==> src/rtl/mtb_pkg.sv <==
// Package of the multicore task balancer: sizes, field widths, codes, state
// machine states, the structs between the modules and ring index helpers.
// Depends on nothing; every other file of the block imports it.
package mtb_pkg;

  localparam int MAX_CORES   = 4;
  localparam int QUEUE_DEPTH = 16;
  localparam int TASK_BITS   = 16;

  localparam int CORE_W = $clog2(MAX_CORES);
  localparam int CNT_W  = $clog2(MAX_CORES + 1);
  localparam int PTR_W  = $clog2(QUEUE_DEPTH);
  localparam int OCC_W  = $clog2(QUEUE_DEPTH + 1);
  localparam int ADDR_W = $clog2(MAX_CORES * QUEUE_DEPTH);

  localparam int CORE_CNT_W  = 3;
  localparam int ACTION_W    = 3;
  localparam int CORE_ID_W   = 4;
  localparam int TASK_ID_W   = 16;
  localparam int KIND_W      = 3;
  localparam int CORE_OUT_W  = 2;
  localparam int TASK_RES_W  = 16;
  localparam int QSIZE_W     = 5;

  typedef enum logic [ACTION_W-1:0] {
    ACT_SPAWN    = 3'd0,
    ACT_RUN      = 3'd1,
    ACT_SLEEP    = 3'd2,
    ACT_SHUTDOWN = 3'd3,
    ACT_SIZE     = 3'd4
  } action_e;

  typedef enum logic [KIND_W-1:0] {
    K_ASSIGNED = 3'd0,
    K_RUNNING  = 3'd1,
    K_DELETED  = 3'd2,
    K_SIZE     = 3'd3,
    K_FAIL     = 3'd4,
    K_EMPTY    = 3'd5,
    K_NONE     = 3'd6
  } kind_e;

  typedef enum logic [3:0] {
    ST_IDLE,
    ST_DISPATCH,
    ST_RUN_EMIT,
    ST_STEAL,
    ST_STEAL_WR,
    ST_SLEEP_RD,
    ST_SLEEP_EMIT,
    ST_SHUT_SCAN,
    ST_SHUT_EMIT
  } state_e;

  typedef logic [MAX_CORES-1:0][OCC_W-1:0] occ_arr_t;

  typedef struct packed {
    logic                 we;
    logic [ADDR_W-1:0]    waddr;
    logic [TASK_BITS-1:0] wdata;
    logic                 re;
    logic [ADDR_W-1:0]    raddr;
  } mem_req_t;

  typedef struct packed {
    logic [CORE_W-1:0] skip;
    logic              skip_en;
  } sel_req_t;

  typedef struct packed {
    logic [CORE_W-1:0] least;
    logic [CORE_W-1:0] most;
  } sel_rsp_t;

  function automatic logic [ADDR_W-1:0] mem_addr(logic [CORE_W-1:0] core,
                                                 logic [PTR_W-1:0] pos);
    mem_addr = ADDR_W'(int'(core) * QUEUE_DEPTH + int'(pos));
  endfunction

  // Position head + occ (minus one if asked) wrapped into the ring.
  function automatic logic [PTR_W-1:0] ring_pos(logic [PTR_W-1:0] head,
                                                logic [OCC_W-1:0] occ,
                                                logic minus_one);
    logic [PTR_W+1:0] s;
    s = (PTR_W+2)'(head) + (PTR_W+2)'(occ) - (PTR_W+2)'(minus_one);
    if (s >= (PTR_W+2)'(QUEUE_DEPTH)) begin
      s = s - (PTR_W+2)'(QUEUE_DEPTH);
    end
    ring_pos = s[PTR_W-1:0];
  endfunction

endpackage

==> src/rtl/mtb_if.sv <==
// Channel interfaces of the multicore task balancer: command input, result
// output and the configuration write channel. Depends on mtb_pkg.
interface mtb_in_if;
  import mtb_pkg::*;
  logic                 valid;
  logic                 ready;
  logic [ACTION_W-1:0]  action;
  logic [CORE_ID_W-1:0] core_id;
  logic [TASK_ID_W-1:0] task_id;
  modport source (output valid, action, core_id, task_id, input ready);
  modport sink (input valid, action, core_id, task_id, output ready);
endinterface

interface mtb_out_if;
  import mtb_pkg::*;
  logic                  valid;
  logic                  ready;
  logic [KIND_W-1:0]     kind;
  logic [CORE_OUT_W-1:0] core;
  logic [TASK_RES_W-1:0] task_res;
  logic [QSIZE_W-1:0]    queue_size;
  logic                  last;
  modport source (output valid, kind, core, task_res, queue_size, last, input ready);
  modport sink (input valid, kind, core, task_res, queue_size, last, output ready);
endinterface

interface mtb_cfg_if;
  import mtb_pkg::*;
  logic                  valid;
  logic                  ready;
  logic [CORE_CNT_W-1:0] core_cnt;
  modport source (output valid, core_cnt, input ready);
  modport sink (input valid, core_cnt, output ready);
endinterface

==> src/rtl/multicore_task_balancer_unit.sv <==
// Top level of the multicore task balancer: sequencer, load selection and
// task store. Depends on mtb_pkg, the channel interfaces and the submodules.
//
// Usage:
// - cfg_i, always ready, sets the core count; the user must write it only
//   while no item is in progress, unchecked. Below two the scheduler is off.
// - req_i takes one command item (spawn, run, sleep, shutdown, size query)
//   when the block is idle; rsp_o returns one or more result items, the
//   final one of each command marked by last.
// - Timing: an accepted item is decoded in the next cycle. Spawn, size,
//   failures and an empty core put their result into the result register
//   while decoding. Run reads the head task and then emits it; when the
//   core is or becomes empty, a steal follows that reads the donor's tail
//   task and writes it into that core. Sleep reads and then moves each
//   task in turn until done or refused; shutdown reads and deletes each
//   task of each core in turn, scanning past empty cores, with a none
//   result when nothing is deleted. The task store has a registered read,
//   and the sequencer makes at most one store access per step.
// - The result register holds one item; a stalled receiver holds the
//   sequencer at its next result, while a finished command's last result
//   waiting in the register does not stop the next item being accepted.
// - Reset empties all queues and sets the core count to zero; the task
//   store itself is not cleared and needs no clearing pass.
module multicore_task_balancer_unit (
  input  logic      clk_i,
  input  logic      rst_ni,
  mtb_cfg_if.sink   cfg_i,
  mtb_in_if.sink    req_i,
  mtb_out_if.source rsp_o
);
  import mtb_pkg::*;

  mem_req_t             mem_req;
  logic [TASK_BITS-1:0] rdata;
  occ_arr_t             occ;
  logic [CNT_W-1:0]     cnt;
  sel_req_t             sel_req;
  sel_rsp_t             sel_rsp;

  mtb_ctrl u_ctrl (
    .clk_i   (clk_i),
    .rst_ni  (rst_ni),
    .cfg_i   (cfg_i),
    .req_i   (req_i),
    .rsp_o   (rsp_o),
    .mem_o   (mem_req),
    .rdata_i (rdata),
    .occ_o   (occ),
    .cnt_o   (cnt),
    .sel_o   (sel_req),
    .sel_i   (sel_rsp)
  );

  mtb_sel u_sel (
    .occ_i (occ),
    .cnt_i (cnt),
    .req_i (sel_req),
    .rsp_o (sel_rsp)
  );

  mtb_task_ram u_ram (
    .clk_i   (clk_i),
    .req_i   (mem_req),
    .rdata_o (rdata)
  );

endmodule

==> src/rtl/mtb_task_ram.sv <==
// Task store of all core rings: one write and one registered read port.
// Depends on mtb_pkg for its size and the request struct.
module mtb_task_ram (
  input  logic                          clk_i,
  input  mtb_pkg::mem_req_t             req_i,
  output logic [mtb_pkg::TASK_BITS-1:0] rdata_o
);
  import mtb_pkg::*;

  logic [TASK_BITS-1:0] mem [MAX_CORES*QUEUE_DEPTH];

  always_ff @(posedge clk_i) begin
    if (req_i.we) begin
      mem[req_i.waddr] <= req_i.wdata;
    end
    if (req_i.re) begin
      rdata_o <= mem[req_i.raddr];
    end
  end

endmodule

==> src/rtl/mtb_sel.sv <==
// Load selection over the active cores: least and most loaded core, with
// an optional core left out and the lowest index winning ties. Uses mtb_pkg.
module mtb_sel (
  input  mtb_pkg::occ_arr_t         occ_i,
  input  logic [mtb_pkg::CNT_W-1:0] cnt_i,
  input  mtb_pkg::sel_req_t         req_i,
  output mtb_pkg::sel_rsp_t         rsp_o
);
  import mtb_pkg::*;

  logic [CORE_W-1:0] least;
  logic [CORE_W-1:0] most;
  logic              have;

  always_comb begin
    least = '0;
    most  = '0;
    have  = 1'b0;
    for (int i = 0; i < MAX_CORES; i++) begin
      if (i < int'(cnt_i) && !(req_i.skip_en && i == int'(req_i.skip))) begin
        if (!have || occ_i[i] < occ_i[least]) begin
          least = CORE_W'(i);
        end
        if (!have || occ_i[i] > occ_i[most]) begin
          most = CORE_W'(i);
        end
        have = 1'b1;
      end
    end
    rsp_o.least = least;
    rsp_o.most  = most;
  end

endmodule

==> src/rtl/mtb_ctrl.sv <==
// Command sequencer: per-core head pointers and counts, the active core
// register, task store accesses and the result register. Uses mtb_pkg.
module mtb_ctrl (
  input  logic                          clk_i,
  input  logic                          rst_ni,
  mtb_cfg_if.sink                       cfg_i,
  mtb_in_if.sink                        req_i,
  mtb_out_if.source                     rsp_o,
  output mtb_pkg::mem_req_t             mem_o,
  input  logic [mtb_pkg::TASK_BITS-1:0] rdata_i,
  output mtb_pkg::occ_arr_t             occ_o,
  output logic [mtb_pkg::CNT_W-1:0]     cnt_o,
  output mtb_pkg::sel_req_t             sel_o,
  input  mtb_pkg::sel_rsp_t             sel_i
);
  import mtb_pkg::*;

  state_e state_q, state_d;

  logic [CORE_CNT_W-1:0]  ncores_q, ncores_d;
  occ_arr_t               occ_q, occ_d;
  logic [PTR_W-1:0]       head_q [MAX_CORES];
  logic [PTR_W-1:0]       head_d [MAX_CORES];
  logic [CNT_W-1:0]       cur_q, cur_d;

  logic [ACTION_W-1:0]    act_q;
  logic [CORE_ID_W-1:0]   cid_q;
  logic [TASK_BITS-1:0]   task_q;

  logic                   ovalid_q;
  logic [KIND_W-1:0]      okind_q;
  logic [CORE_W-1:0]      ocore_q;
  logic [TASK_BITS-1:0]   otask_q;
  logic [OCC_W-1:0]       osize_q;
  logic                   olast_q;

  logic [CNT_W-1:0]       cnt;
  logic                   cid_ok;
  logic [CORE_W-1:0]      cidx;
  logic [CORE_W-1:0]      curx;
  logic [CORE_W-1:0]      lst;
  logic [CORE_W-1:0]      don;
  logic                   can_load;
  logic                   more;
  logic                   in_fire;

  logic                   emit;
  kind_e                  e_kind;
  logic [CORE_W-1:0]      e_core;
  logic [TASK_BITS-1:0]   e_task;
  logic [OCC_W-1:0]       e_size;
  logic                   e_last;

  assign in_fire     = req_i.valid && req_i.ready;
  assign req_i.ready = (state_q == ST_IDLE);
  assign cfg_i.ready = 1'b1;
  assign ncores_d    = cfg_i.valid ? cfg_i.core_cnt : ncores_q;

  assign cnt = (ncores_q < CORE_CNT_W'(2)) ? '0 :
               (int'(ncores_q) > MAX_CORES) ? CNT_W'(MAX_CORES) : CNT_W'(ncores_q);
  assign cid_ok   = int'(cid_q) < int'(cnt);
  assign cidx     = cid_q[CORE_W-1:0];
  assign curx     = cur_q[CORE_W-1:0];
  assign lst      = sel_i.least;
  assign don      = sel_i.most;
  assign can_load = !ovalid_q || rsp_o.ready;

  assign occ_o = occ_q;
  assign cnt_o = cnt;
  assign sel_o.skip    = (state_q == ST_STEAL) ? curx : cidx;
  assign sel_o.skip_en = (state_q != ST_DISPATCH);

  assign rsp_o.valid      = ovalid_q;
  assign rsp_o.kind       = okind_q;
  assign rsp_o.core       = CORE_OUT_W'(ocore_q);
  assign rsp_o.task_res   = TASK_RES_W'(otask_q);
  assign rsp_o.queue_size = QSIZE_W'(osize_q);
  assign rsp_o.last       = olast_q;

  always_comb begin
    more = 1'b0;
    for (int i = 0; i < MAX_CORES; i++) begin
      if (i > int'(cur_q) && i < int'(cnt) && occ_q[i] != '0) begin
        more = 1'b1;
      end
    end
  end

  always_comb begin
    state_d = state_q;
    occ_d   = occ_q;
    head_d  = head_q;
    cur_d   = cur_q;
    mem_o   = '0;
    emit    = 1'b0;
    e_kind  = K_FAIL;
    e_core  = '0;
    e_task  = '0;
    e_size  = '0;
    e_last  = 1'b0;
    case (state_q)
      ST_IDLE: begin
        if (in_fire) begin
          state_d = ST_DISPATCH;
        end
      end
      ST_DISPATCH: begin
        if (act_q == ACT_SHUTDOWN) begin
          cur_d   = '0;
          state_d = ST_SHUT_SCAN;
        end else if (act_q inside {ACT_RUN, ACT_SLEEP} && cid_ok && occ_q[cidx] != '0) begin
          cur_d = CNT_W'(cidx);
          if (act_q == ACT_RUN) begin
            mem_o.re    = 1'b1;
            mem_o.raddr = mem_addr(cidx, head_q[cidx]);
            state_d     = ST_RUN_EMIT;
          end else begin
            state_d = ST_SLEEP_RD;
          end
        end else if (can_load) begin
          emit    = 1'b1;
          e_last  = 1'b1;
          state_d = ST_IDLE;
          case (act_q)
            ACT_SPAWN: begin
              if (cnt != '0 && task_q != '0) begin
                e_core = lst;
                e_task = task_q;
                if (occ_q[lst] < OCC_W'(QUEUE_DEPTH)) begin
                  e_kind      = K_ASSIGNED;
                  mem_o.we    = 1'b1;
                  mem_o.waddr = mem_addr(lst, ring_pos(head_q[lst], occ_q[lst], 1'b0));
                  mem_o.wdata = task_q;
                  occ_d[lst]  = occ_q[lst] + OCC_W'(1);
                end
              end
            end
            ACT_RUN: begin
              if (cid_ok) begin
                e_kind  = K_EMPTY;
                e_core  = cidx;
                cur_d   = CNT_W'(cidx);
                state_d = ST_STEAL;
              end
            end
            ACT_SLEEP: begin
              if (cid_ok) begin
                e_kind = K_EMPTY;
                e_core = cidx;
              end
            end
            ACT_SIZE: begin
              if (cid_ok) begin
                e_kind = K_SIZE;
                e_core = cidx;
                e_size = occ_q[cidx];
              end
            end
            default: ;
          endcase
        end
      end
      ST_RUN_EMIT: begin
        if (can_load) begin
          emit         = 1'b1;
          e_last       = 1'b1;
          e_kind       = K_RUNNING;
          e_core       = curx;
          e_task       = rdata_i;
          head_d[curx] = ring_pos(head_q[curx], OCC_W'(1), 1'b0);
          occ_d[curx]  = occ_q[curx] - OCC_W'(1);
          state_d      = (occ_q[curx] == OCC_W'(1)) ? ST_STEAL : ST_IDLE;
        end
      end
      ST_STEAL: begin
        state_d = ST_IDLE;
        if (occ_q[don] != '0 && occ_q[curx] < OCC_W'(QUEUE_DEPTH)) begin
          mem_o.re    = 1'b1;
          mem_o.raddr = mem_addr(don, ring_pos(head_q[don], occ_q[don], 1'b1));
          occ_d[don]  = occ_q[don] - OCC_W'(1);
          state_d     = ST_STEAL_WR;
        end
      end
      ST_STEAL_WR: begin
        mem_o.we    = 1'b1;
        mem_o.waddr = mem_addr(curx, ring_pos(head_q[curx], occ_q[curx], 1'b0));
        mem_o.wdata = rdata_i;
        occ_d[curx] = occ_q[curx] + OCC_W'(1);
        state_d     = ST_IDLE;
      end
      ST_SLEEP_RD: begin
        mem_o.re    = 1'b1;
        mem_o.raddr = mem_addr(cidx, ring_pos(head_q[cidx], occ_q[cidx], 1'b1));
        state_d     = ST_SLEEP_EMIT;
      end
      ST_SLEEP_EMIT: begin
        if (can_load) begin
          emit   = 1'b1;
          e_core = lst;
          e_task = rdata_i;
          if (occ_q[lst] >= OCC_W'(QUEUE_DEPTH)) begin
            e_last  = 1'b1;
            state_d = ST_IDLE;
          end else begin
            e_kind      = K_ASSIGNED;
            mem_o.we    = 1'b1;
            mem_o.waddr = mem_addr(lst, ring_pos(head_q[lst], occ_q[lst], 1'b0));
            mem_o.wdata = rdata_i;
            occ_d[lst]  = occ_q[lst] + OCC_W'(1);
            occ_d[cidx] = occ_q[cidx] - OCC_W'(1);
            e_last      = (occ_q[cidx] == OCC_W'(1));
            state_d     = e_last ? ST_IDLE : ST_SLEEP_RD;
          end
        end
      end
      ST_SHUT_SCAN: begin
        if (int'(cur_q) >= int'(cnt)) begin
          if (can_load) begin
            emit    = 1'b1;
            e_last  = 1'b1;
            e_kind  = K_NONE;
            state_d = ST_IDLE;
          end
        end else if (occ_q[curx] == '0) begin
          cur_d = cur_q + CNT_W'(1);
        end else begin
          mem_o.re    = 1'b1;
          mem_o.raddr = mem_addr(curx, head_q[curx]);
          state_d     = ST_SHUT_EMIT;
        end
      end
      ST_SHUT_EMIT: begin
        if (can_load) begin
          emit         = 1'b1;
          e_kind       = K_DELETED;
          e_core       = curx;
          e_task       = rdata_i;
          head_d[curx] = ring_pos(head_q[curx], OCC_W'(1), 1'b0);
          occ_d[curx]  = occ_q[curx] - OCC_W'(1);
          e_last       = (occ_q[curx] == OCC_W'(1)) && !more;
          if (e_last) begin
            state_d = ST_IDLE;
          end else begin
            if (occ_q[curx] == OCC_W'(1)) begin
              cur_d = cur_q + CNT_W'(1);
            end
            state_d = ST_SHUT_SCAN;
          end
        end
      end
      default: state_d = ST_IDLE;
    endcase
  end

  always_ff @(posedge clk_i or negedge rst_ni) begin
    if (!rst_ni) begin
      state_q <= ST_IDLE;
    end else begin
      state_q <= state_d;
    end
  end

  always_ff @(posedge clk_i or negedge rst_ni) begin
    if (!rst_ni) begin
      ncores_q <= '0;
      occ_q    <= '0;
      cur_q    <= '0;
      ovalid_q <= 1'b0;
      for (int i = 0; i < MAX_CORES; i++) begin
        head_q[i] <= '0;
      end
    end else begin
      ncores_q <= ncores_d;
      occ_q    <= occ_d;
      cur_q    <= cur_d;
      head_q   <= head_d;
      if (emit) begin
        ovalid_q <= 1'b1;
      end else if (rsp_o.ready) begin
        ovalid_q <= 1'b0;
      end
    end
  end

  always_ff @(posedge clk_i) begin
    if (in_fire) begin
      act_q  <= req_i.action;
      cid_q  <= req_i.core_id;
      task_q <= TASK_BITS'(req_i.task_id);
    end
    if (emit) begin
      okind_q <= e_kind;
      ocore_q <= e_core;
      otask_q <= e_task;
      osize_q <= e_size;
      olast_q <= e_last;
    end
  end

endmodule

==> src/flat_wrapper.sv <==
// flat-port wrapper written by rule: the top's interface ports become plain ports
module multicore_task_balancer_unit_flat import mtb_pkg::*;
  (clk_i, rst_ni, cfg_i_valid, cfg_i_core_cnt, cfg_i_ready, req_i_valid, req_i_action, req_i_core_id, req_i_task_id, req_i_ready, rsp_o_valid, rsp_o_kind, rsp_o_core, rsp_o_task_res, rsp_o_queue_size, rsp_o_last, rsp_o_ready);
  mtb_cfg_if cfg_i_i ();
  mtb_in_if req_i_i ();
  mtb_out_if rsp_o_i ();
  input  logic clk_i;
  input  logic rst_ni;
  input wire logic [$bits(cfg_i_i.valid)-1:0] cfg_i_valid;
  input wire logic [$bits(cfg_i_i.core_cnt)-1:0] cfg_i_core_cnt;
  output wire logic [$bits(cfg_i_i.ready)-1:0] cfg_i_ready;
  input wire logic [$bits(req_i_i.valid)-1:0] req_i_valid;
  input wire logic [$bits(req_i_i.action)-1:0] req_i_action;
  input wire logic [$bits(req_i_i.core_id)-1:0] req_i_core_id;
  input wire logic [$bits(req_i_i.task_id)-1:0] req_i_task_id;
  output wire logic [$bits(req_i_i.ready)-1:0] req_i_ready;
  output wire logic [$bits(rsp_o_i.valid)-1:0] rsp_o_valid;
  output wire logic [$bits(rsp_o_i.kind)-1:0] rsp_o_kind;
  output wire logic [$bits(rsp_o_i.core)-1:0] rsp_o_core;
  output wire logic [$bits(rsp_o_i.task_res)-1:0] rsp_o_task_res;
  output wire logic [$bits(rsp_o_i.queue_size)-1:0] rsp_o_queue_size;
  output wire logic [$bits(rsp_o_i.last)-1:0] rsp_o_last;
  input wire logic [$bits(rsp_o_i.ready)-1:0] rsp_o_ready;
  assign cfg_i_i.valid = cfg_i_valid;
  assign cfg_i_i.core_cnt = cfg_i_core_cnt;
  assign cfg_i_ready = cfg_i_i.ready;
  assign req_i_i.valid = req_i_valid;
  assign req_i_i.action = req_i_action;
  assign req_i_i.core_id = req_i_core_id;
  assign req_i_i.task_id = req_i_task_id;
  assign req_i_ready = req_i_i.ready;
  assign rsp_o_valid = rsp_o_i.valid;
  assign rsp_o_kind = rsp_o_i.kind;
  assign rsp_o_core = rsp_o_i.core;
  assign rsp_o_task_res = rsp_o_i.task_res;
  assign rsp_o_queue_size = rsp_o_i.queue_size;
  assign rsp_o_last = rsp_o_i.last;
  assign rsp_o_i.ready = rsp_o_ready;
  multicore_task_balancer_unit u_core (.clk_i(clk_i), .rst_ni(rst_ni), .cfg_i(cfg_i_i), .req_i(req_i_i), .rsp_o(rsp_o_i));
endmodule
==> config.mk <==
export PLATFORM = sky130hd
export DESIGN_NAME = multicore_task_balancer_unit_flat
export DESIGN_NICKNAME = d
export VERILOG_FILES = /design/src/rtl/mtb_pkg.sv /design/src/rtl/mtb_if.sv /design/src/rtl/multicore_task_balancer_unit.sv /design/src/rtl/mtb_task_ram.sv /design/src/rtl/mtb_sel.sv /design/src/rtl/mtb_ctrl.sv /design/src/flat_wrapper.sv
export SDC_FILE = /design/constraint.sdc
export NUM_CORES = 2
export LEC_CHECK = 0
export BUFFER_PORTS_ARGS = -buffer_cell sky130_fd_sc_hd__buf_4
export CAP_MARGIN = 25
export CELL_PAD_IN_SITES_DETAIL_PLACEMENT = 0
export CELL_PAD_IN_SITES_GLOBAL_PLACEMENT = 2
export CORE_MARGIN = 3
export CORE_UTILIZATION = 45
export DETAILED_ROUTE_END_ITERATION = 10
export GPL_ROUTABILITY_DRIVEN = 0
export PLACE_DENSITY_LB_ADDON = 0.05
export SYNTH_ARGS = -nofsm -noshare
export SYNTH_HDL_FRONTEND = slang
export SYNTH_SLANG_ARGS = --single-unit
==> constraint.sdc <==
create_clock -name clk_i -period 9.4 [get_ports clk_i]
set_input_delay 0.94 -clock clk_i [delete_from_list [all_inputs] [get_ports clk_i]]
set_output_delay 0.94 -clock clk_i [all_outputs]
set_load 0.1 [all_outputs]
==> impl_metrics.ini <==
[yosys]
yosysTopAreaCellShare = 0.648
ys_seq_area_frac = 0.671
yosys-top-cells-area = edfxtp_1 (65%), nand2_1 (6.5%), nand3_1 (4.4%)
yosysUniqueCellTypes = 100
synth_area_leader_cell = edfxtp_1
async_flop_share = 0.0413
ys.flop_type = edfxtp_1
syn_area_sq_um = 50500
synthCells = 4033
synth-seq-cells = 1137
avgSynthCellArea_sq_um = 12.5
synth_nets = 4124
synth-edff-count = 1090
yosysWarnings = 0

[critical_path]
worstPathRequired_ns = 9.95
cp-start-kind = flop
critPathMaxStageDelay_ns = 0.53
cpMostUsedCell = ha_1
slowest_stage = dfrtp_1
critPathCaptureType = flop
critPathMaxFanout = 62
worst_ep_arrival_time_ns = 9.53
criticalPathCategory = flop to flop

[layout]
fin_nets = 4248
syn_to_final_growth_pct = 14.9
layout-drive-gt1-share = 0.160
final_util = 0.523
layout_commonest_cell = edfxtp_1
mostFrequentLayoutCells = edfxtp_1 (1,090), nand2_1 (877), nand3_1 (445)

[outcome]
status = complete, but fails checks
violations = capacitance limit, slew limit

[pwr]
swShare = 0.429
p_int_w = 0.0119
p_seq_frac = 0.302
p_per_area_nw_per_um2 = 358
pwr-share-clk = 0.233
vdd_drop_max_uv = 400
power.switching_w = 0.00891
p_leak_nw = 20.4
power_frac_comb = 0.465

[clocking]
cts.sink_count = 1137
clock_latency_ns = 0.73
cts-root-buf = clkbuf_16
clkTransAtPathRegs_ns = 0.07
cts_tree = built
h-tree-depth = 3
clock_path_buffers = 3
cts_buffers = 119

[drt]
wire_per_inst_um = 29.1
drtIter0Drc = 3990
dr.pass1.iters = 9
viasPerCell = 6.09
routed_wl_um = 168000
ant_nets = 0
via_count = 35000
drc = 0

[floorplan]
start_util = 0.455
die_w_um = 341
core-area_sq_um = 111000
io_pins = 61
dieArea_sq_um = 116000
rows = 122
die_y_um = 341

[sta]
finalCritPeriodShare = 0.955
skew_ns = 0.0431
slew_headroom = -0.440
worst_slack_ns = 0.424
max_clock_freq_mhz = 111
drv_slew = 4
setup_viol = 0
hold_viol = 0
rsz0062_at_grt = no
period_minus_slack_ns = 8.98
worst_slew_pin_slew_ns = 2.16

[place]
dp_hpwl_um = 103000
port_buffers = 59
pre_cts_slack_ns = -0.149

[grt]
grt-ovfl-total = 0
grt_pass1_vias = 33400
antenna_found_initial = 3
grt_max_degree = 86
grt_pass1_wl_um = 238000
grt_usage = 0.280

[worst_hold_path]
min_path_type = primary input to asynchronous set/reset pin

[job]
maxCapViolations = 1
[path summary, 6_finish.rpt]
| path | startpoint | endpoint | slack (ns) | cells past startpoint |
|---|---|---|---|---|
| max in group asynchronous | rst_ni | u_core.u_ctrl.head_q[14] | 8.58 | 1 |
| worst min register to register | u_core.u_ctrl.cur_q[2] | u_core.u_ctrl.cur_q[2] | 0.57 | 1 |
| worst min-delay path | rst_ni | u_core.u_ctrl.occ_o[6] | 0.27 | 1 |
| worst max register to register | u_core.u_ctrl.occ_o[4] | u_core.u_ram.rdata_o[1] | 0.42 | 37 |
| worst max-delay path | u_core.u_ctrl.occ_o[4] | u_core.u_ram.rdata_o[1] | 0.42 | 37 |
| min in group clk_i | req_i_task_id[1] | u_core.u_ctrl.task_q[1] | 0.40 | 1 |
[synthesized netlist by cell type (19+ instances only)]
cell	count
edfxtp_1	1090
nand2_1	881
nand3_1	447
a21oi_1	183
nor2_1	124
clkbuf_1	115
buf_2	110
nor3_1	96
o21ai_0	95
ha_1	56
and3_1	55
mux4_2	55
dfrtp_1	47
a31oi_1	43
nand4_1	42
inv_1	38
a311oi_1	36
a22o_1	33
mux2i_1	31
o22a_1	25
o22ai_1	25
a211oi_1	23
buf_1	22
xnor2_1	19
[sequential cells by signal, indices dropped and copies added (netlist names)]
register and cells:
u_core.u_ctrl.rsp_o.task_res 16, u_core.u_ctrl.occ_o 20, u_core.u_ctrl.cid_q 4, u_core.u_ram.mem 1024, u_core.u_ctrl.head_q 16, u_core.u_ram.rdata_o 16, u_core.u_ctrl.state_q 4, u_core.u_ctrl.rsp_o.kind 3
u_core.u_ctrl.cur_q 3, u_core.u_ctrl.rsp_o.last 1, u_core.u_ctrl.task_q 16, u_core.u_ctrl.rsp_o.core 2, u_core.u_ctrl.rsp_o.valid 1, u_core.u_ctrl.rsp_o.queue_size 5, u_core.u_ctrl.act_q 3, u_core.u_ctrl.ncores_q 3
[layer usage]
layer  share of wire  global-route usage
met1            0.42               0.397
met2            0.46               0.444
met3           0.076              0.0433
met4           0.036              0.0926
met5               0                   0
[layout make-up]
class	count	area (sq um)
Timing Repair Buffer	280	2480
Tap cell	1488	1860
Antenna cell	2	5.00
Inverter	39	146
Clock inverter	80	852
Clock buffer	146	3160
Multi-Input combinational cell	2580	15600
Fill cell	9413	52900
Sequential cell	1137	33900
[critical path, delay by kind of cell (launching register included)]
kind,cells,cell delay (ns)
buffers and inverters,6,1.00
muxes,1,0.27
adders and majority gates,6,1.72
AOI/OAI and AO/OA,12,2.80
DFF,1,0.53
and+or+nand+nor,12,2.38
[power by group through the flow]
| stage | clock network, W | registers (W) | logic [W] |
|---|---|---|---|
| after floorplan | 0 | 0.00672 | 0.00543 |
| after global placement | 0 | 0.00637 | 0.00912 |
| after detailed placement | 0 | 0.00638 | 0.00918 |
| after CTS | 0.00491 | 0.00628 | 0.00935 |
| after global routing | 0.00512 | 0.00630 | 0.0103 |
| final | 0.00484 | 0.00629 | 0.00967 |
[cell families after synthesis]
kind of cell    count (synthesis)  synth area share
flops                        1137             0.671
fa+ha+maj                      60            0.0155
mux                           104            0.0349
simple gates                 1744             0.155
compound gates                635            0.0875
xor+xnor                       31           0.00538
buf+inv                       321            0.0307
other cells                     1         0.0000742
[per-stage QoR]
stage	hold WS (ns)	area [sq um]	instances	TNS, ns	power [W]
final	0.273	58000	5752	0	0.0208
after global routing	0.294	58000	5750	0	0.0217
after CTS	0.262	57700	5730	0	0.0205
after detailed placement	0.541	53700	5501	-0.181	0.0156
after global placement	0.511	53700	5501	-0.306	0.0155
after floorplan	0.477	50500	4033	0	0.0121
[timing repair]
item | in CTS | in global routing
setup endpoints to repair | 5 | 957
pin swaps | 3 | 5
buffers inserted | 0 | 14
gates cloned | 3 | 3
hold buffers | 0 | 0
resized for setup | 3 | 35
Power figures use the tool's default switching activity.
